$ cat src/adf_pkg.sv
`timescale 1ns / 1ps

package adf_pkg;

  localparam int unsigned MAX_AD_LEN = 31;
  localparam int unsigned POS_W      = 5;
  localparam int unsigned FIFO_DEPTH = 4;
  localparam int unsigned PTR_W      = $clog2(FIFO_DEPTH);
  localparam int unsigned CNT_W      = $clog2(FIFO_DEPTH + 1);

  // ad structure types and flag bits
  localparam logic [7:0] AD_FLAGS      = 8'h01;
  localparam logic [7:0] AD_NAME_SHORT = 8'h08;
  localparam logic [7:0] AD_NAME_FULL  = 8'h09;
  localparam logic [7:0] FLAG_LIMITED  = 8'h01;
  localparam logic [7:0] FLAG_GENERAL  = 8'h02;

  // register indexes
  localparam logic REG_DISC_MODE  = 1'b0;
  localparam logic REG_NAME_LIMIT = 1'b1;

  localparam logic [1:0] DISC_ALL     = 2'd0;
  localparam logic [1:0] DISC_LIMITED = 2'd1;
  localparam logic [1:0] DISC_GENERAL = 2'd2;

  localparam logic [4:0] NAME_LIMIT_RST = 5'd29;

  localparam logic KIND_NAME    = 1'b0;
  localparam logic KIND_VERDICT = 1'b1;

  typedef enum logic [1:0] {
    PH_LEN   = 2'd0,
    PH_TYPE  = 2'd1,
    PH_VALUE = 2'd2,
    PH_STOP  = 2'd3
  } phase_e;

  typedef enum logic [1:0] {
    NM_NONE  = 2'd0,
    NM_EMIT  = 2'd1,
    NM_FOUND = 2'd2,
    NM_FAIL  = 2'd3
  } name_e;

  typedef struct packed {
    logic       result_kind;
    logic [7:0] name_byte;
    logic       filter_pass;
    logic       name_found;
  } result_t;

endpackage

$ cat src/adf_if.sv
`timescale 1ns / 1ps

// input channel: one advertising data byte per beat
interface adf_in_if;
  logic       valid;
  logic       ready;
  logic [7:0] ad_byte;
  logic [4:0] report_len;
  logic       first_byte;
  logic       last_byte;

  modport source (output valid, ad_byte, report_len, first_byte, last_byte, input ready);
  modport sink   (input valid, ad_byte, report_len, first_byte, last_byte, output ready);
endinterface

// result channel: a name byte or a verdict per beat
interface adf_out_if;
  logic       valid;
  logic       ready;
  logic       result_kind;
  logic [7:0] name_byte;
  logic       filter_pass;
  logic       name_found;

  modport source (output valid, result_kind, name_byte, filter_pass, name_found, input ready);
  modport sink   (input valid, result_kind, name_byte, filter_pass, name_found, output ready);
endinterface

$ cat src/adv_data_filter_name_extract.sv
`timescale 1ns / 1ps
// results are registered in the result queue; the output shows the head of that queue
// throughput: one beat per cycle while in_if.ready is high; a beat's name byte and
//   verdict take two output beats, so the result queue (four entries) sets the pace
// reset: async active low; parse state cleared, disc_mode 0, name_limit 29,
//   result queue empty
module adv_data_filter_name_extract (
  input  logic            clk_i,
  input  logic            rst_ni,
  input  logic            cfg_we_i,
  input  logic            cfg_idx_i,
  input  logic [4:0]      cfg_data_i,
  adf_in_if.sink          in_if,
  adf_out_if.source       out_if
);

  // configuration registers
  logic [1:0] disc_mode_q;
  logic [4:0] name_limit_q;

  always_ff @(posedge clk_i or negedge rst_ni) begin
    if (!rst_ni) begin
      disc_mode_q  <= adf_pkg::DISC_ALL;
      name_limit_q <= adf_pkg::NAME_LIMIT_RST;
    end else if (cfg_we_i) begin
      unique case (cfg_idx_i)
        adf_pkg::REG_DISC_MODE:  disc_mode_q  <= cfg_data_i[1:0];
        adf_pkg::REG_NAME_LIMIT: name_limit_q <= cfg_data_i;
        default: ;
      endcase
    end
  end

  // parse state
  logic [adf_pkg::POS_W-1:0] byte_pos_q, byte_pos_d;
  logic [7:0]                field_left_q, field_left_d;
  logic [7:0]                field_type_q, field_type_d;
  adf_pkg::phase_e           phase_q, phase_d;
  logic                      flags_seen_q, flags_seen_d;
  logic [7:0]                flags_value_q, flags_value_d;
  adf_pkg::name_e            name_q, name_d;

  // result queue
  adf_pkg::result_t               fifo_q [adf_pkg::FIFO_DEPTH];
  logic [adf_pkg::PTR_W-1:0]      wr_ptr_q, rd_ptr_q;
  logic [adf_pkg::CNT_W-1:0]      count_q;

  logic             in_fire, out_fire;
  logic             push_name, push_verdict;
  adf_pkg::result_t name_res, verdict_res;
  logic             pass;

  // room for two results is kept free so an accepted beat always has space for its results
  assign in_if.ready = (count_q <= adf_pkg::CNT_W'(adf_pkg::FIFO_DEPTH - 2));
  assign in_fire     = in_if.valid && in_if.ready;
  assign out_fire    = out_if.valid && out_if.ready;

  // one byte of the walk
  always_comb begin
    logic [adf_pkg::POS_W-1:0] pos;
    logic [7:0]                left;
    logic [7:0]                ftype;
    adf_pkg::phase_e           ph;
    logic                      fseen;
    logic [7:0]                fval;
    adf_pkg::name_e            nm;
    logic [4:0]                eff;
    logic [8:0]                field_end;
    logic [7:0]                left_m1;

    // first_byte restarts the parse before its byte is used
    if (in_if.first_byte) begin
      pos   = '0;
      left  = '0;
      ftype = '0;
      ph    = adf_pkg::PH_LEN;
      fseen = 1'b0;
      fval  = '0;
      nm    = adf_pkg::NM_NONE;
    end else begin
      pos   = byte_pos_q;
      left  = field_left_q;
      ftype = field_type_q;
      ph    = phase_q;
      fseen = flags_seen_q;
      fval  = flags_value_q;
      nm    = name_q;
    end

    eff = (in_if.report_len < 5'(adf_pkg::MAX_AD_LEN)) ? in_if.report_len
                                                       : 5'(adf_pkg::MAX_AD_LEN);
    field_end = 9'(pos) + 9'd1 + 9'(in_if.ad_byte);
    left_m1   = left - 8'd1;
    push_name = 1'b0;

    // bytes past the report are ignored
    if (pos < eff && ph != adf_pkg::PH_STOP) begin
      unique case (ph)
        adf_pkg::PH_LEN: begin
          // zero length or overrun of the report ends the walk
          if (in_if.ad_byte == 8'd0 || field_end > 9'(eff)) begin
            ph = adf_pkg::PH_STOP;
          end else begin
            left = in_if.ad_byte;
            ph   = adf_pkg::PH_TYPE;
          end
        end
        adf_pkg::PH_TYPE: begin
          ftype = in_if.ad_byte;
          left  = left_m1;
          if (nm == adf_pkg::NM_NONE && (in_if.ad_byte == adf_pkg::AD_NAME_SHORT ||
                                         in_if.ad_byte == adf_pkg::AD_NAME_FULL)) begin
            if (left_m1 > 8'(name_limit_q)) nm = adf_pkg::NM_FAIL;
            else if (left_m1 == 8'd0)       nm = adf_pkg::NM_FOUND;  // empty name
            else                            nm = adf_pkg::NM_EMIT;
          end
          ph = (left_m1 != 8'd0) ? adf_pkg::PH_VALUE : adf_pkg::PH_LEN;
        end
        default: begin
          // value bytes
          if (ftype == adf_pkg::AD_FLAGS && !fseen) begin
            fval  = in_if.ad_byte;
            fseen = 1'b1;
          end
          push_name = (nm == adf_pkg::NM_EMIT);
          left = left_m1;
          if (left_m1 == 8'd0) begin
            if (nm == adf_pkg::NM_EMIT) nm = adf_pkg::NM_FOUND;
            ph = adf_pkg::PH_LEN;
          end
        end
      endcase
    end

    // saturating position
    if (pos != 5'(adf_pkg::MAX_AD_LEN)) pos = pos + 5'd1;

    // discovery filter over the flags as they stand after this byte
    unique case (disc_mode_q)
      adf_pkg::DISC_ALL:     pass = 1'b1;
      adf_pkg::DISC_LIMITED: pass = fseen && ((fval & adf_pkg::FLAG_LIMITED) != 8'd0);
      adf_pkg::DISC_GENERAL: pass = fseen &&
                               ((fval & (adf_pkg::FLAG_LIMITED | adf_pkg::FLAG_GENERAL)) != 8'd0);
      default:               pass = 1'b0;  // unknown mode never passes
    endcase

    push_verdict = in_if.last_byte;
    if (in_if.last_byte) ph = adf_pkg::PH_STOP;

    name_res.result_kind    = adf_pkg::KIND_NAME;
    name_res.name_byte      = in_if.ad_byte;
    name_res.filter_pass    = 1'b0;
    name_res.name_found     = 1'b0;
    verdict_res.result_kind = adf_pkg::KIND_VERDICT;
    verdict_res.name_byte   = 8'd0;
    verdict_res.filter_pass = pass;
    verdict_res.name_found  = (nm == adf_pkg::NM_FOUND);

    byte_pos_d    = pos;
    field_left_d  = left;
    field_type_d  = ftype;
    phase_d       = ph;
    flags_seen_d  = fseen;
    flags_value_d = fval;
    name_d        = nm;
  end

  always_ff @(posedge clk_i or negedge rst_ni) begin
    if (!rst_ni) begin
      byte_pos_q    <= '0;
      field_left_q  <= '0;
      field_type_q  <= '0;
      phase_q       <= adf_pkg::PH_LEN;
      flags_seen_q  <= 1'b0;
      flags_value_q <= '0;
      name_q        <= adf_pkg::NM_NONE;
    end else if (in_fire) begin
      byte_pos_q    <= byte_pos_d;
      field_left_q  <= field_left_d;
      field_type_q  <= field_type_d;
      phase_q       <= phase_d;
      flags_seen_q  <= flags_seen_d;
      flags_value_q <= flags_value_d;
      name_q        <= name_d;
    end
  end

  // queue writes: name byte first, verdict after it
  logic                      do_name, do_verdict;
  logic [adf_pkg::PTR_W-1:0] wr_ptr_p1;
  logic [1:0]                n_push;

  assign do_name    = in_fire && push_name;
  assign do_verdict = in_fire && push_verdict;
  assign wr_ptr_p1  = wr_ptr_q + adf_pkg::PTR_W'(1);
  assign n_push     = {1'b0, do_name} + {1'b0, do_verdict};

  always_ff @(posedge clk_i) begin
    if (do_name) fifo_q[wr_ptr_q] <= name_res;
    if (do_verdict) begin
      if (do_name) fifo_q[wr_ptr_p1] <= verdict_res;
      else         fifo_q[wr_ptr_q]  <= verdict_res;
    end
  end

  always_ff @(posedge clk_i or negedge rst_ni) begin
    if (!rst_ni) begin
      wr_ptr_q <= '0;
      rd_ptr_q <= '0;
      count_q  <= '0;
    end else begin
      wr_ptr_q <= wr_ptr_q + adf_pkg::PTR_W'(n_push);
      if (out_fire) rd_ptr_q <= rd_ptr_q + adf_pkg::PTR_W'(1);
      count_q  <= count_q + adf_pkg::CNT_W'(n_push) - adf_pkg::CNT_W'(out_fire);
    end
  end

  // output side reads the head of the queue
  assign out_if.valid       = (count_q != '0);
  assign out_if.result_kind = fifo_q[rd_ptr_q].result_kind;
  assign out_if.name_byte   = fifo_q[rd_ptr_q].name_byte;
  assign out_if.filter_pass = fifo_q[rd_ptr_q].filter_pass;
  assign out_if.name_found  = fifo_q[rd_ptr_q].name_found;

endmodule
$ cat src/flat_wrapper.sv
// flat-port wrapper written by rule: the top's interface ports become plain ports
module adv_data_filter_name_extract_flat 
  (clk_i, rst_ni, cfg_we_i, cfg_idx_i, cfg_data_i, in_if_valid, in_if_ad_byte, in_if_report_len, in_if_first_byte, in_if_last_byte, in_if_ready, out_if_valid, out_if_result_kind, out_if_name_byte, out_if_filter_pass, out_if_name_found, out_if_ready);
  adf_in_if in_if_i ();
  adf_out_if out_if_i ();
  input  logic clk_i;
  input  logic rst_ni;
  input  logic cfg_we_i;
  input  logic cfg_idx_i;
  input  logic [4:0] cfg_data_i;
  input wire logic [$bits(in_if_i.valid)-1:0] in_if_valid;
  input wire logic [$bits(in_if_i.ad_byte)-1:0] in_if_ad_byte;
  input wire logic [$bits(in_if_i.report_len)-1:0] in_if_report_len;
  input wire logic [$bits(in_if_i.first_byte)-1:0] in_if_first_byte;
  input wire logic [$bits(in_if_i.last_byte)-1:0] in_if_last_byte;
  output wire logic [$bits(in_if_i.ready)-1:0] in_if_ready;
  output wire logic [$bits(out_if_i.valid)-1:0] out_if_valid;
  output wire logic [$bits(out_if_i.result_kind)-1:0] out_if_result_kind;
  output wire logic [$bits(out_if_i.name_byte)-1:0] out_if_name_byte;
  output wire logic [$bits(out_if_i.filter_pass)-1:0] out_if_filter_pass;
  output wire logic [$bits(out_if_i.name_found)-1:0] out_if_name_found;
  input wire logic [$bits(out_if_i.ready)-1:0] out_if_ready;
  assign in_if_i.valid = in_if_valid;
  assign in_if_i.ad_byte = in_if_ad_byte;
  assign in_if_i.report_len = in_if_report_len;
  assign in_if_i.first_byte = in_if_first_byte;
  assign in_if_i.last_byte = in_if_last_byte;
  assign in_if_ready = in_if_i.ready;
  assign out_if_valid = out_if_i.valid;
  assign out_if_result_kind = out_if_i.result_kind;
  assign out_if_name_byte = out_if_i.name_byte;
  assign out_if_filter_pass = out_if_i.filter_pass;
  assign out_if_name_found = out_if_i.name_found;
  assign out_if_i.ready = out_if_ready;
  adv_data_filter_name_extract u_core (.clk_i(clk_i), .rst_ni(rst_ni), .cfg_we_i(cfg_we_i), .cfg_idx_i(cfg_idx_i), .cfg_data_i(cfg_data_i), .in_if(in_if_i), .out_if(out_if_i));
endmodule
$ cat config.mk
export PLATFORM = sky130hd
export DESIGN_NAME = adv_data_filter_name_extract_flat
export DESIGN_NICKNAME = d
export VERILOG_FILES = /design/src/adf_pkg.sv /design/src/adf_if.sv /design/src/adv_data_filter_name_extract.sv /design/src/flat_wrapper.sv
export SDC_FILE = /design/constraint.sdc
export NUM_CORES = 1
export LEC_CHECK = 0
export CORE_MARGIN = 2
export CORE_UTILIZATION = 50
export DETAILED_ROUTE_END_ITERATION = 8
export DONT_BUFFER_PORTS = 1
export PLACE_DENSITY_LB_ADDON = 0.05
export SLEW_MARGIN = 25
export SYNTH_ARGS = -nofsm -noshare
export SYNTH_HDL_FRONTEND = slang
export SYNTH_SLANG_ARGS = --single-unit
export TNS_END_PERCENT = 100
$ cat constraint.sdc
create_clock -name clk_i -period 5.7 [get_ports clk_i]
set_clock_uncertainty 0.15 [all_clocks]
set_input_delay 1.425 -clock clk_i [delete_from_list [all_inputs] [get_ports clk_i]]
set_output_delay 1.425 -clock clk_i [all_outputs]
set_load 0.01 [all_outputs]
* Word level (Yosys, flattened, before mapping) *
Memories as Yosys holds them, arrays and structs flattened.
Index checks and enable logic that the tools add are counted.

word-level totals
  RAM bits = 44
  output and inout bits = 13
  register bits = 48
  memories = 1

operators by class
  muxes and demuxes = 44
  equal/unequal tests = 10
  order comparisons = 5
  add/sub/neg operators = 10
  bitwise operators = 2
  reductions and logical operators = 23

memory list
  memory         words  bits a word  read ports  clocked after Yosys merged registers in  wr ports  RTL line                            text
  u_core.fifo_q  4      11           1           0                                        2         adv_data_filter_name_extract.sv:44  adf_pkg::result_t fifo_q [adf_pkg::FIFO_DEPTH];

operator list
  kind                                                  count
  2-to-1 mux 8 bit                                      11
  2-to-1 mux 2 bit                                      13
  equality test 8 x 4 -> 1 bit (second input constant)  2
  logical NOT 8 bit                                     2
  nonzero test 8 bit                                    2
  2-to-1 mux 5 bit                                      3
  2-to-1 mux 1 bit                                      13
  2-to-1 mux 11 bit                                     1
  adder 9 x 8 -> 9 bit                                  1
  > comparator 9 x 5 -> 1 bit                           1
  logical AND 1 bit                                     9
  equality test 8 x 1 -> 1 bit (second input constant)  1
  > comparator 8 x 5 -> 1 bit                           1
  one-hot mux 2 bit (2 select lines)                    2
  subtractor 8 x 1 -> 8 bit (second input constant)     1
  adder 5 x 1 -> 6 bit (second input constant)          1
  equality test 2 x 1 -> 1 bit (second input constant)  3
  logical NOT 2 bit                                     3
  adder 5 x 1 -> 5 bit (second input constant)          1
  less-than comparator 5 bit                            1
  less-than comparator 5 bit (second input constant)    1
  inequality test 5 bit (second input constant)         1
  adder 2 x 1 -> 2 bit (second input constant)          2
  equality test 2 bit (second input constant)           2
  other kinds (14)                                      16

* Logic depth before layout (Yosys ltp) *
  depth after elaboration = 10
  mapped depth = 17

* Least setup slack after synthesis *
No wires, ideal clock.

  kind = in2reg
  start = in in_if_first_byte
  end = mem u_core.fifo_q[3][0] (netlist bit), enable pin
  setup slack = 338 ps
  arrival = 4,909 ps
  required time = 5,248 ps
  stages on the path = 15
  path through = clkbuf_1 > clkbuf_1 > clkbuf_1 > nor2b_1 > ha_1 > a21oi_1 > a21boi_1 > nand2_1 > nor2_1 > nand4_1 > inv_1 > ha_1 > inv_1 > nor3b_1 > nand2b_1

RTL lines
  what                RTL line                            text
  start: declaration  flat_wrapper.sv:14                  input wire logic [$bits(in_if_i.first_byte)-1:0] in_if_first_byte;
  end: declaration    adv_data_filter_name_extract.sv:44

* Worst setup path after layout *
  start = in in_if_first_byte
  end = reg u_core.count_q[2] (netlist bit)

between the ends
  cells in the longest elaborated chain, start to end = 9
  elaborated cells between the ends (all ways) = 16

RTL lines
  what                                                                RTL line                             text
  branches (longest 4 deep; another with less-than comparator 5 bit)  n/a
  2-to-1 mux 1 bit *                                                  adv_data_filter_name_extract.sv:97   if (pos < eff && ph != adf_pkg::PH_STOP) begin
  logical AND 1 bit *                                                 adv_data_filter_name_extract.sv:193  assign do_name = in_fire && push_name;
  adder 1 x 1 -> 2 bit *                                              adv_data_filter_name_extract.sv:196  assign n_push = {1'b0, do_name} + {1'b0, do_verdict};
  adder 3 x 2 -> 3 bit *                                              adv_data_filter_name_extract.sv:214  count_q <= count_q + adf_pkg::CNT_W'(n_push) - adf_pkg::CNT_W'(out_fire);
  subtractor 3 x 1 -> 3 bit *                                         adv_data_filter_name_extract.sv:214
  end signal: assignment                                              adv_data_filter_name_extract.sv:214
  end: declaration                                                    adv_data_filter_name_extract.sv:46   logic [adf_pkg::CNT_W-1:0] count_q;

Mark *: on every way between the ends.
A chain may end at the register's enable or synchronous reset.

==> flow_summary_export.csv <==
group,metric,value,unit
cells_and_area,layout_commonest_cell,"nand2_1",
floorplanning,core,0.00977,sq mm
yosys,netlist_instances,543,
yosys,synth_fp_nets,606,
yosys,yosys-top-cells-area,"dfrtp_1 19%, dfxtp_1 14%, ha_1 8.7%, nand2_1 6.3%, mux4_2 4.9%",
worst_setup_path,crit_arrival,4.86,ns
timing,timing.hold.ws,0.300,ns
placement,place_congestion,0.889,
placement,place.port_buffers,0,
floorplanning,die_h,104,microns
hold_path,worstHoldPathCells,2,
clock_tree,insertion_delay,0.37,ns
timing,finalMaxSlewViolations,0,
floorplanning,start_util,0.515,
cells_and_area,fin_area,0.00535,sq mm
timing,worst_pin_slew,0.752,ns
yosys,synth_edf_count,8,
timing,final.min_clock_period,4.74,ns
hold_path,min_from,"u_core.fifo_q[0][10]",
yosys,yosysWarnings,0,
global_routing,grt_usage,0.232,
clock_tree,cts.clk_slew.worst_paths,0.10,ns
worst_setup_path,r2r_slack,1.55,ns
detailed_routing,avgRoutedWirePerCell,17.7,microns
clock_tree,cts_resized,0,
detailed_routing,drt_iter0_markers,230,
worst_setup_path,critical_path.startpoint_type,"input pin",
yosys,synth_seq_area_share,0.401,
detailed_routing,vias,3983,
hold_path,min_to,"u_core.fifo_q[0][10]",
clock_tree,cts_sinks,86,
hold_path,hold_path_class,"reg2reg",
clock_tree,cts_setup_buffers,0,
cells_and_area,area_delta_synth_final,6.34,%
timing,max_slew_margin,0.499,
global_routing,grt_pass1_wl,19900,microns
floorplanning,die_x,104,microns
yosys,ys_types,69,
yosys,yosys_most_used_dff,"dfrtp_1",
worst_setup_path,crit_family,"adder cells",
cells_and_area,nNetsFinal,604,
worst_setup_path,crit_path_max_incr_delay,0.44,ns
detailed_routing,drc,0,
clock_tree,hold_buffers,0,
worst_setup_path,r2r-start,"u_core.byte_pos_q[3]",
yosys,ys_ff_latch,86,
run_status,status,"complete, no violations",
worst_setup_path,rr_endpoint,"u_core.count_q[2]",
yosys,syn-cell-area,0.00503,sq mm
floorplanning,pin_count,39,
timing,hold_viol_final,0,
floorplanning,die_area,0.0109,sq mm
clock_tree,cts_tree,"built",
timing,layout_worst_path_cycle_share,0.831,
worst_setup_path,path_buf_inv,2,
cells_and_area,final_util,0.547,
cells_and_area,n_antenna_cell,0,
worst_setup_path,end_kind,"register",
worst_setup_path,cp_cell_sequence,"nor2b_1 -> ha_1 -> a21o_1 -> a21oi_1 -> a21boi_1 -> nand2_1 -> nor2_1 -> nand4_1 -> inv_1 -> ha_1 -> inv_1 -> ha_1 -> fa_1 -> xor2_1 -> xnor2_1",
detailed_routing,dr.pass1.iters,6,
detailed_routing,totalWireLength,12000,microns
power,power.leakage,2.32,nW
power,p_per_area,485,mW/mm^2
power,power.total,2.60,mW
detailed_routing,vias_per_cell,5.87,
timing,rsz0062_at_grt,"no",
yosys,syn_area_per_cell,9.27,sq um
timing,setup_viol,0,
flow_run,drv_cap,0,
worst_setup_path,reg2reg_depth,15,
detailed_routing,ant_nets,0,
clock_tree,clockBufferDepth,2,
global_routing,grt_max_degree,43,
yosys,synth_top_area_cell,"dfrtp_1",
global_routing,grt_pass1_vias,3870,
cells_and_area,layout_common_cells,"85 x nand2_1, 44 x a21oi_1, 38 x dfrtp_1",
placement,place_area,0.00517,sq mm
clock_tree,h-tree-depth,3,
timing,clock.fmax,211,MHz
cells_and_area,final_layout_size_suffix_gt1_frac,0.0952,
global_routing,grt_overflow_total,0,
worst_setup_path,cp_slowest_cell,"fa_1",
global_routing,antenna_found_initial,0,
timing,finalSetupTns,0,ns
floorplanning,rows,36,
power,vdd_ir_drop_max,0.214,mV
yosys,yosysTopAreaCellShare,0.189,
worst_setup_path,cp_common_cell,"ha_1",
worst_setup_path,critPathRequiredTime,5.82,ns
worst_setup_path,path_max_fanout,32,
worst_setup_path,crit_type,"in2reg",
clock_tree,ctsRootBufferMaster,"clkbuf_8",
clock_tree,cts_inserted_buffers,9,
yosys,async_reset_ff_frac,0.488,
placement,dp_hpwl,8610,microns
[where the power goes]
group	internal, mW	switching (mW)	total (mW)
Clock	0.165	0.247	0.411
Sequential	0.852	0.243	1.09
Combinational	0.518	0.573	1.09
Total	1.54	1.06	2.60
[through the flow]
| stage | instances | setup slack, ns |
|---|---|---|
| 2_1_floorplan | 543 | 0.338 |
| 3_3_place_gp | 663 | 0.710 |
| 3_5_place_dp | 663 | 0.611 |
| 4_1_cts | 679 | 0.994 |
| 5_1_grt | 679 | 0.603 |
| 6_report | 679 | 0.961 |
[layout make-up]
type                    instances  area (sq um)
flip-flops and latches         86          2020
fillers                       931          4420
repair buffers                  6          45.0
clock inverters                 7          56.3
clock buffers                   9           124
multi-input cells             405          2820
well taps                     133           166
inverters                      33           124
[cells by family after synthesis]
family          after synthesis  share of synthesized area
simple gates                206                      0.200
buf+inv                      52                     0.0390
xor+xnor                     14                     0.0244
mux                          21                     0.0704
flops                        86                      0.401
compound gates              127                      0.171
fa+ha+maj                    37                     0.0950
[cell usage after synthesis (all sizes together) (3+ instances only)]
cell type / number
a21o: 5
a21oi: 44
a221o: 3
a22o: 15
a31oi: 6
and2: 5
and3: 6
buf: 3
clkbuf: 16
dfrtp: 38
dfstp: 4
dfxtp: 36
edfxtp: 8
ha: 35
inv: 32
mux2: 5
mux2i: 5
mux4: 11
nand2: 85
nand2b: 6
nand3: 11
nand4: 4
nor2: 31
nor2b: 17
nor3: 22
nor3b: 3
nor4: 5
o21ai: 26
o31ai: 4
o41ai: 3
xnor2: 9
xor2: 5
[per-layer routing]
metal	track usage	up-vias	routed length, microns	part of all wire
li1	-	1936	-	-
met1	0.303	1902	5230	0.44
met2	0.380	126	5850	0.49
met3	0.0426	19	713	0.059
met4	0.0917	0	195	0.016
met5	0	-	0	0
[state kept, by name (all words and copies together), names as in the netlist]
register / count
u_core.byte_pos_q: 5
u_core.fifo_q: 44
u_core.field_left_q: 8
u_core.rd_ptr_q: 2
u_core.wr_ptr_q: 2
u_core.name_q: 2
u_core.phase_q: 2
u_core.flags_value_q: 2
u_core.field_type_q: 8
u_core.flags_seen_q: 1
u_core.name_limit_q: 5
u_core.count_q: 3
u_core.disc_mode_q: 2
[worst register-to-register path, cell delays in order, from the launching register on]
cell and delay, ns:
dfrtp_1 0.41, nor2b_1 0.24, ha_1 0.28, a21o_1 0.16, a21oi_1 0.29, a21boi_1 0.34, nand2_1 0.26, nor2_1 0.27
nand4_1 0.19, inv_1 0.10, ha_1 0.22, inv_1 0.09, ha_1 0.30, fa_1 0.44, xor2_1 0.18, xnor2_1 0.12
[how the worst max path moves through the flow]
stage / to / slack [ns] / depth (start not counted) / start
finish: u_core.count_q[2] / 0.96 / 15 / in_if_first_byte
global route: u_core.count_q[2] / 0.60 / 15 / in_if_first_byte
CTS: u_core.count_q[2] / 0.99 / 15 / in_if_first_byte
detailed placement: u_core.count_q[2] / 0.61 / 15 / in_if_first_byte
global placement: u_core.count_q[2] / 0.71 / 15 / in_if_first_byte
floorplan: u_core.fifo_q[3][0] / 0.34 / 15 / in_if_first_byte
No activity file was read; power rests on OpenSTA's default activity.
